### src/design/median_filtered_pi_regulator_assert.svh
// Assertion macros for the median-filtered PI regulator.
`ifndef MEDIAN_FILTERED_PI_REGULATOR_ASSERT_SVH
`define MEDIAN_FILTERED_PI_REGULATOR_ASSERT_SVH
`ifndef SYNTHESIS
`define MFPR_ASSERT(lbl, clk, rstn, prop) \
    lbl: assert property (@(posedge clk) disable iff (!(rstn)) (prop)) \
    else $error("assertion failed");
`define MFPR_ASSERT_NEVER(lbl, clk, rstn, expr) \
    lbl: assert property (@(posedge clk) disable iff (!(rstn)) !(expr)) \
    else $error("forbidden condition seen");
`else
`define MFPR_ASSERT(lbl, clk, rstn, prop)
`define MFPR_ASSERT_NEVER(lbl, clk, rstn, expr)
`endif
`endif

### src/design/mfpr_pkg.sv
// Shared types and constants of the median-filtered PI regulator.
package mfpr_pkg;

    localparam int DATA_W = 16;
    localparam int ERR_W  = 17;
    localparam int DIFF_W = 18;
    localparam int FRAC_W = 12;

    localparam logic [DATA_W-1:0] SETPOINT_RST   = 16'd1049;
    localparam logic [DATA_W-1:0] PROP_GAIN_RST  = 16'd4915;
    localparam logic [DATA_W-1:0] INTEG_GAIN_RST = 16'd123;
    localparam logic [DATA_W-1:0] LEVEL_HIGH_RST = 16'd45875;
    localparam logic [DATA_W-1:0] LEVEL_LOW_RST  = 16'd17039;
    localparam logic [DATA_W-1:0] LEVEL_RST      = 16'd11796;

    localparam int ADDR_W = 5;
    localparam logic [2:0] REG_SETPOINT   = 3'd0;
    localparam logic [2:0] REG_PROP_GAIN  = 3'd1;
    localparam logic [2:0] REG_INTEG_GAIN = 3'd2;
    localparam logic [2:0] REG_LEVEL_HIGH = 3'd3;
    localparam logic [2:0] REG_LEVEL_LOW  = 3'd4;

    // median of a completed window, handed from sorter to regulator
    typedef struct packed {
        logic              valid;
        logic [DATA_W-1:0] value;
    } median_req_t;

endpackage

### src/design/median_filtered_pi_regulator.sv
// Top level of the median-filtered PI regulator: register port, sorter and PI pipeline.
// Accepts one sample per cycle unless stalled; the sorter chain inserts it in the cycle it arrives.
// A result passes the sorter's median register, PI stages A, B, C and the output register.
// A window-completing sample is stalled while the previous result is in flight or untaken.
// Reset (rst_n, async low) clears the fill count, previous error and pipeline valids,
// loads the register defaults and sets the drive level to 11796.
module median_filtered_pi_regulator
#(
    parameter int WINDOW = 15
)
(
    input  logic                          clk,
    input  logic                          rst_n,
    input  logic                          in_valid,
    output logic                          in_stall,
    input  logic [mfpr_pkg::DATA_W-1:0]   sample,
    output logic                          out_valid,
    input  logic                          out_stall,
    output logic [mfpr_pkg::DATA_W-1:0]   median_value,
    output logic [mfpr_pkg::DATA_W-1:0]   drive_level,
    output logic [mfpr_pkg::DATA_W-2:0]   dac_amplitude,
    input  logic                          psel,
    input  logic                          penable,
    input  logic                          pwrite,
    input  logic [mfpr_pkg::ADDR_W-1:0]   paddr,
    input  logic [31:0]                   pwdata,
    output logic [31:0]                   prdata,
    output logic                          pready
);

    logic [mfpr_pkg::DATA_W-1:0] setpoint_reg;
    logic [mfpr_pkg::DATA_W-1:0] prop_gain_reg;
    logic [mfpr_pkg::DATA_W-1:0] integ_gain_reg;
    logic [mfpr_pkg::DATA_W-1:0] level_high_reg;
    logic [mfpr_pkg::DATA_W-1:0] level_low_reg;
    logic                        wr_en;
    logic [mfpr_pkg::DATA_W-1:0] rd_val;

    logic                        ins;
    logic                        complete;
    logic                        busy;
    mfpr_pkg::median_req_t       med;

    assign pready = 1'b1;
    assign wr_en  = psel & penable & pwrite;

    always_ff @(posedge clk or negedge rst_n)
    begin
        if (!rst_n)
        begin
            setpoint_reg   <= mfpr_pkg::SETPOINT_RST;
            prop_gain_reg  <= mfpr_pkg::PROP_GAIN_RST;
            integ_gain_reg <= mfpr_pkg::INTEG_GAIN_RST;
            level_high_reg <= mfpr_pkg::LEVEL_HIGH_RST;
            level_low_reg  <= mfpr_pkg::LEVEL_LOW_RST;
        end
        else if (wr_en)
        begin
            case (paddr[4:2])
                mfpr_pkg::REG_SETPOINT:   setpoint_reg   <= pwdata[15:0];
                mfpr_pkg::REG_PROP_GAIN:  prop_gain_reg  <= pwdata[15:0];
                mfpr_pkg::REG_INTEG_GAIN: integ_gain_reg <= pwdata[15:0];
                mfpr_pkg::REG_LEVEL_HIGH: level_high_reg <= pwdata[15:0];
                mfpr_pkg::REG_LEVEL_LOW:  level_low_reg  <= pwdata[15:0];
                default: ;
            endcase
        end
    end

    always_comb
    begin
        case (paddr[4:2])
            mfpr_pkg::REG_SETPOINT:   rd_val = setpoint_reg;
            mfpr_pkg::REG_PROP_GAIN:  rd_val = prop_gain_reg;
            mfpr_pkg::REG_INTEG_GAIN: rd_val = integ_gain_reg;
            mfpr_pkg::REG_LEVEL_HIGH: rd_val = level_high_reg;
            mfpr_pkg::REG_LEVEL_LOW:  rd_val = level_low_reg;
            default:                  rd_val = '0;
        endcase
    end

    assign prdata = {16'd0, rd_val};

    // hold off the window-closing request until the pipeline is empty
    assign in_stall = complete & busy;
    assign ins      = in_valid & ~in_stall;

    mfpr_sorter
    #(
        .WINDOW (WINDOW)
    )
    u_sorter
    (
        .clk      (clk),
        .rst_n    (rst_n),
        .ins      (ins),
        .x        (sample),
        .complete (complete),
        .med      (med)
    );

    mfpr_pi u_pi
    (
        .clk           (clk),
        .rst_n         (rst_n),
        .med           (med),
        .setpoint      (setpoint_reg),
        .prop_gain     (prop_gain_reg),
        .integ_gain    (integ_gain_reg),
        .level_high    (level_high_reg),
        .level_low     (level_low_reg),
        .out_stall     (out_stall),
        .out_valid     (out_valid),
        .median_value  (median_value),
        .drive_level   (drive_level),
        .dac_amplitude (dac_amplitude),
        .busy          (busy)
    );

endmodule

### src/design/mfpr_sort_cell.sv
// One cell of the insertion sort chain: holds one window sample in sorted position.
module mfpr_sort_cell
(
    input  logic                        clk,
    input  logic                        ins,
    input  logic [mfpr_pkg::DATA_W-1:0] x,
    input  logic                        occupied,
    input  logic [mfpr_pkg::DATA_W-1:0] left_val,
    input  logic                        left_gt,
    output logic [mfpr_pkg::DATA_W-1:0] val,
    output logic                        gt,
    output logic [mfpr_pkg::DATA_W-1:0] val_next
);

    logic [mfpr_pkg::DATA_W-1:0] val_reg;

    // empty cells act as +infinity
    assign gt  = !occupied || (val_reg > x);
    assign val = val_reg;

    always_comb
    begin
        if (left_gt)
        begin
            val_next = left_val;
        end
        else if (gt)
        begin
            val_next = x;
        end
        else
        begin
            val_next = val_reg;
        end
    end

    always_ff @(posedge clk)
    begin
        if (ins)
        begin
            val_reg <= val_next;
        end
    end

endmodule

### src/design/mfpr_sorter.sv
// Window fill counter and chain of sort cells; emits the median of each full window.
module mfpr_sorter
#(
    parameter int WINDOW = 15
)
(
    input  logic                        clk,
    input  logic                        rst_n,
    input  logic                        ins,
    input  logic [mfpr_pkg::DATA_W-1:0] x,
    output logic                        complete,
    output mfpr_pkg::median_req_t       med
);

    localparam int CNT_W = $clog2(WINDOW);
    localparam int MID   = WINDOW / 2;

    logic [CNT_W-1:0]            cnt_reg;
    logic [CNT_W-1:0]            cnt_next;
    logic [mfpr_pkg::DATA_W-1:0] cell_val  [WINDOW];
    logic [mfpr_pkg::DATA_W-1:0] cell_next [WINDOW];
    logic                        cell_gt   [WINDOW];
    logic                        med_valid_reg;
    logic [mfpr_pkg::DATA_W-1:0] med_value_reg;
    mfpr_pkg::median_req_t       med_next;

    assign complete = (cnt_reg == CNT_W'(WINDOW - 1));

    genvar i;
    generate
        for (i = 0; i < WINDOW; i++)
        begin : g_cell
            if (i == 0)
            begin : g_head
                mfpr_sort_cell u_cell
                (
                    .clk      (clk),
                    .ins      (ins),
                    .x        (x),
                    .occupied (cnt_reg > CNT_W'(i)),
                    .left_val (x),
                    .left_gt  (1'b0),
                    .val      (cell_val[i]),
                    .gt       (cell_gt[i]),
                    .val_next (cell_next[i])
                );
            end
            else
            begin : g_body
                mfpr_sort_cell u_cell
                (
                    .clk      (clk),
                    .ins      (ins),
                    .x        (x),
                    .occupied (cnt_reg > CNT_W'(i)),
                    .left_val (cell_val[i-1]),
                    .left_gt  (cell_gt[i-1]),
                    .val      (cell_val[i]),
                    .gt       (cell_gt[i]),
                    .val_next (cell_next[i])
                );
            end
        end
    endgenerate

    always_comb
    begin
        cnt_next       = cnt_reg;
        med_next.valid = 1'b0;
        med_next.value = cell_next[MID];
        if (ins)
        begin
            if (complete)
            begin
                cnt_next       = '0;
                med_next.valid = 1'b1;
            end
            else
            begin
                cnt_next = cnt_reg + CNT_W'(1);
            end
        end
    end

    always_ff @(posedge clk or negedge rst_n)
    begin
        if (!rst_n)
        begin
            cnt_reg       <= '0;
            med_valid_reg <= 1'b0;
        end
        else
        begin
            cnt_reg       <= cnt_next;
            med_valid_reg <= med_next.valid;
        end
    end

    always_ff @(posedge clk)
    begin
        if (med_next.valid)
        begin
            med_value_reg <= med_next.value;
        end
    end

    assign med = mfpr_pkg::median_req_t'({med_valid_reg, med_value_reg});

endmodule

### src/design/mfpr_pi.sv
// Incremental PI step pipeline: error, gain products, rounding/saturation, level clamp.
`include "median_filtered_pi_regulator_assert.svh"
module mfpr_pi
(
    input  logic                        clk,
    input  logic                        rst_n,
    input  mfpr_pkg::median_req_t       med,
    input  logic [mfpr_pkg::DATA_W-1:0] setpoint,
    input  logic [mfpr_pkg::DATA_W-1:0] prop_gain,
    input  logic [mfpr_pkg::DATA_W-1:0] integ_gain,
    input  logic [mfpr_pkg::DATA_W-1:0] level_high,
    input  logic [mfpr_pkg::DATA_W-1:0] level_low,
    input  logic                        out_stall,
    output logic                        out_valid,
    output logic [mfpr_pkg::DATA_W-1:0] median_value,
    output logic [mfpr_pkg::DATA_W-1:0] drive_level,
    output logic [mfpr_pkg::DATA_W-2:0] dac_amplitude,
    output logic                        busy
);

    localparam int PP_W  = mfpr_pkg::DIFF_W + mfpr_pkg::DATA_W + 1;
    localparam int PI_W  = mfpr_pkg::ERR_W + mfpr_pkg::DATA_W + 1;
    localparam int SUM_W = PP_W + 1;
    localparam int LVL_W = mfpr_pkg::DATA_W + 3;

    // stage A: error and error difference
    logic                               va_reg;
    logic signed [mfpr_pkg::ERR_W-1:0]  err_a_reg;
    logic signed [mfpr_pkg::DIFF_W-1:0] diff_a_reg;
    logic [mfpr_pkg::DATA_W-1:0]        med_a_reg;
    logic signed [mfpr_pkg::ERR_W-1:0]  prev_err_reg;
    logic signed [mfpr_pkg::ERR_W-1:0]  err_next;
    logic signed [mfpr_pkg::DIFF_W-1:0] diff_next;

    // stage B: gain products
    logic                               vb_reg;
    logic signed [PP_W-1:0]             prod_p_reg;
    logic signed [PI_W-1:0]             prod_i_reg;
    logic signed [PP_W-1:0]             prod_p_next;
    logic signed [PI_W-1:0]             prod_i_next;

    // stage C: rounded, saturated step
    logic                               vc_reg;
    logic signed [mfpr_pkg::ERR_W-1:0]  step_c_reg;
    logic signed [mfpr_pkg::ERR_W-1:0]  step_next;
    logic signed [SUM_W-1:0]            sum;
    logic signed [SUM_W-1:0]            shifted;

    // stage D: level update and output register
    logic                               out_valid_reg;
    logic [mfpr_pkg::DATA_W-1:0]        level_reg;
    logic [mfpr_pkg::DATA_W-1:0]        level_next;
    logic signed [LVL_W-1:0]            lvl;

    assign err_next  = $signed({1'b0, setpoint}) - $signed({1'b0, med.value});
    assign diff_next = $signed({err_next[mfpr_pkg::ERR_W-1], err_next})
                     - $signed({prev_err_reg[mfpr_pkg::ERR_W-1], prev_err_reg});

    assign prod_p_next = $signed({1'b0, prop_gain}) * diff_a_reg;
    assign prod_i_next = $signed({1'b0, integ_gain}) * err_a_reg;

    assign sum = $signed({prod_p_reg[PP_W-1], prod_p_reg})
               + $signed({{(SUM_W-PI_W){prod_i_reg[PI_W-1]}}, prod_i_reg});
    // floor shift gives round-to-nearest, ties toward +inf
    assign shifted = (sum + SUM_W'(signed'(1 <<< (mfpr_pkg::FRAC_W - 1))))
                     >>> mfpr_pkg::FRAC_W;

    always_comb
    begin
        if (shifted > SUM_W'(signed'(65535)))
        begin
            step_next = mfpr_pkg::ERR_W'(signed'(65535));
        end
        else if (shifted < SUM_W'(signed'(-65535)))
        begin
            step_next = mfpr_pkg::ERR_W'(signed'(-65535));
        end
        else
        begin
            step_next = shifted[mfpr_pkg::ERR_W-1:0];
        end
    end

    assign lvl = $signed({3'b000, level_reg})
               - $signed({{2{step_c_reg[mfpr_pkg::ERR_W-1]}}, step_c_reg});

    always_comb
    begin
        if (lvl > $signed({3'b000, level_high}))
        begin
            level_next = level_high;
        end
        else if (lvl < $signed({3'b000, level_low}))
        begin
            level_next = level_low;
        end
        else
        begin
            level_next = lvl[mfpr_pkg::DATA_W-1:0];
        end
    end

    always_ff @(posedge clk or negedge rst_n)
    begin
        if (!rst_n)
        begin
            va_reg        <= 1'b0;
            vb_reg        <= 1'b0;
            vc_reg        <= 1'b0;
            out_valid_reg <= 1'b0;
            prev_err_reg  <= '0;
            level_reg     <= mfpr_pkg::LEVEL_RST;
        end
        else
        begin
            va_reg <= med.valid;
            vb_reg <= va_reg;
            vc_reg <= vb_reg;
            if (med.valid)
            begin
                prev_err_reg <= err_next;
            end
            if (vc_reg)
            begin
                level_reg     <= level_next;
                out_valid_reg <= 1'b1;
            end
            else if (!out_stall)
            begin
                out_valid_reg <= 1'b0;
            end
        end
    end

    always_ff @(posedge clk)
    begin
        if (med.valid)
        begin
            err_a_reg  <= err_next;
            diff_a_reg <= diff_next;
            med_a_reg  <= med.value;
        end
        if (va_reg)
        begin
            prod_p_reg <= prod_p_next;
            prod_i_reg <= prod_i_next;
        end
        if (vb_reg)
        begin
            step_c_reg <= step_next;
        end
    end

    assign out_valid     = out_valid_reg;
    assign median_value  = med_a_reg;
    assign drive_level   = level_reg;
    assign dac_amplitude = level_reg[mfpr_pkg::DATA_W-1:1];
    assign busy          = med.valid | va_reg | vb_reg | vc_reg | out_valid_reg;

    // only one window result may be in flight at a time
    `MFPR_ASSERT(a_one_in_flight, clk, rst_n,
        $onehot0({med.valid, va_reg, vb_reg, vc_reg, out_valid_reg}))
    `MFPR_ASSERT(a_step_reaches_out, clk, rst_n, vc_reg |=> out_valid_reg)
    `MFPR_ASSERT_NEVER(a_level_outside_clamp, clk, rst_n,
        out_valid_reg && (level_low <= level_high)
        && ((level_reg > level_high) || (level_reg < level_low)))

endmodule

### config.mk
export PLATFORM = sky130hd
export DESIGN_NAME = median_filtered_pi_regulator
export DESIGN_NICKNAME = d
export VERILOG_FILES = /design/src/design/mfpr_pkg.sv /design/src/design/median_filtered_pi_regulator.sv /design/src/design/mfpr_sort_cell.sv /design/src/design/mfpr_sorter.sv /design/src/design/mfpr_pi.sv
export VERILOG_INCLUDE_DIRS = /design/src /design/src/design
export SDC_FILE = /design/constraint.sdc
export NUM_CORES = 2
export LEC_CHECK = 0
export BUFFER_PORTS_ARGS = -buffer_cell sky130_fd_sc_hd__buf_2
export CORE_MARGIN = 8
export CORE_UTILIZATION = 60
export CTS_BUF_LIST = sky130_fd_sc_hd__clkbuf_8
export CTS_CLUSTER_SIZE = 25
export DETAILED_ROUTE_END_ITERATION = 12
export PLACE_DENSITY = 0.85
export RECOVER_POWER = 50
export REMOVE_ABC_BUFFERS = 1
export SYNTH_ARGS = -nofsm -noshare
export SYNTH_HDL_FRONTEND = slang
export SYNTH_HIERARCHICAL = 1
export SYNTH_SLANG_ARGS = --single-unit
export TNS_END_PERCENT = 20
### constraint.sdc
create_clock -name clk -period 10.8 [get_ports clk]
set_clock_uncertainty 0.15 [all_clocks]
set_input_delay 0.54 -clock clk [delete_from_list [all_inputs] [get_ports clk]]
set_output_delay 0.54 -clock clk [all_outputs]
set_load 0.01 [all_outputs]
==> metrics <==
largest net degree at the start of global routing=85; Final #Nets=5,980; row count=103; average size of a mapped cell=9.601 sq um; Tot GR Track Use=27.02%; Final WS setup=2.835 ns; pre-CTS setup slack=3.078 ns; Layout Area Growth over Synthesis=4.715%; flop2flop setup slack=2.84 ns; post-CTS setup buffer count=0; Worst path max stage delay=0.78 ns; HPWL after DPL=91.04 mm; slowest CP cell=edfxtp_1; CTS Buf Count=70; hold_ws=0.07184 ns; worst slew pin tran=3.830 ns; Final period util=73.75%; MaxCap Viol Count=7; residual DRC count=0; CTS Buffer Depth=3; Worst EP required=10.99 ns; synthesized cell area=0.04734 sq mm; CP Capture Type=register; crit-path cells=and2_1 > fa_1 > inv_1 > fa_1 > inv_1 > ha_1 > fa_1 > fa_1 > inv_1 > fa_1 > inv_1 > ha_1 > o21ai_0 > a21boi_0 > nor2_1 > a21oi_1 > a211oi_1 > o2111ai_1 > nand3_1 > o21ai_0 > o31ai_1 > a21boi_0; grt ovf=0; Sinks on Clock Net=403; Final Non-Filler Cells=6,034; failing checks=capacitance limit, slew limit; Peak Freq=0.1256 GHz; post-CTS sizing=0; clock latency on the worst-skew pair=0.68 ns; WL/cell=20.20 um; IO Count=142; DR pass1 iterations=8; vias in the first global route=37,340; TNS Setup=0 ns; drt initial violations=3,446; final setup violation count=0; HP Class=in -> reg; Clock Tree Root=clkbuf_8; Clock transition at path regs=0.07 ns; CP dominant cell by count=fa_1; Data arrival, critical path=8.15 ns; most common cell after layout, fill and taps aside=inv_1; H-tree Lvls=3; CTS tree=done; Placed Cells=5,899; Starting Density=60.22%; gpl congestion=0.9265; Final Hold Fails=0; first-pass GRT wire length=195.0 mm; die width=296.9 um; share of layout cells above drive strength 1=7.629%; RSZ-0062 raised after global routing=no; Vias=36,345; commonest cells after routing, fill and taps aside=inv_1 (965), nand2_1 (510), fa_1 (505), ha_1 (492), edfxtp_1 (281); crit path kind=reg -> reg; Core Area=0.07861 sq mm; Post-Synthesis Cells=4,931; Tmin final=7.965 ns; PortBufs=106; startpoint types=register; initial antenna violation count=5; top fanout value on the critical path=16; status=finished with violations; final wirelength=121.9 mm; slew margin rel.=-155.3%; Hold Buf Count CTS=2; max FFs per register=112; die area=0.08815 sq mm; Avg Vias per Cell=6.023; Ys Warns=6; die span in y=296.9 um; fin. max-slew vios=333; ANT nets after route=0
[critical path: cells and delay by family (launching register included)]
family	cells	cell delay, ns
buffers and inverters	4	0.20
adder cells (fa/ha/maj)	7	3.03
AND/OR/NAND/NOR	3	0.69
AO/OA/AOI/OAI	8	2.78
flip-flops	1	0.78
[stage by stage]
stage	area, sq um	utilization, %
2_1_floorplan	46200	-
3_3_place_gp	48190	61.30
3_5_place_dp	48190	61.30
4_1_cts	49710	63.24
5_1_grt	49570	63.06
6_report	49580	63.06
[final timing paths]
check	from	end	cells after the start
worst max-delay path	u_pi/err_a_reg[2]	u_pi/prod_i_reg[30]	22
worst min-delay path	pwdata[3]	level_low_reg[3]	2
worst max register to register	u_pi/err_a_reg[2]	u_pi/prod_i_reg[30]	22
worst min register to register	u_sorter/med_value_reg[5]	u_pi/median_value[5]	0
max in group asynchronous	rst_n	u_pi/prev_err_reg[8]	3
min in group asynchronous	rst_n	u_pi/drive_level[5]	2
[metal layers]
metal / GRT usage (%) / wire length, um
met5: 0 / 0
met2: 43.94 / 56850
met4: 13.42 / 6447
met3: 5.557 / 11300
met1: 34.32 / 47310
[area by class of cell]
class                           count  area (sq um)
Multi-Input combinational cell   3375         31040
Fill cell                        6017         29040
Sequential cell                   403         11540
Inverter                          947          3555
Tap cell                         1050          1314
Clock buffer                       80          1101
Timing Repair Buffer              126         615.6
Clock inverter                     50         399.1
Antenna cell                        3         7.507
Power is left out: the tool's default activity adds up to more than one toggle a clock period on the data nets, which glitch-free logic cannot reach.
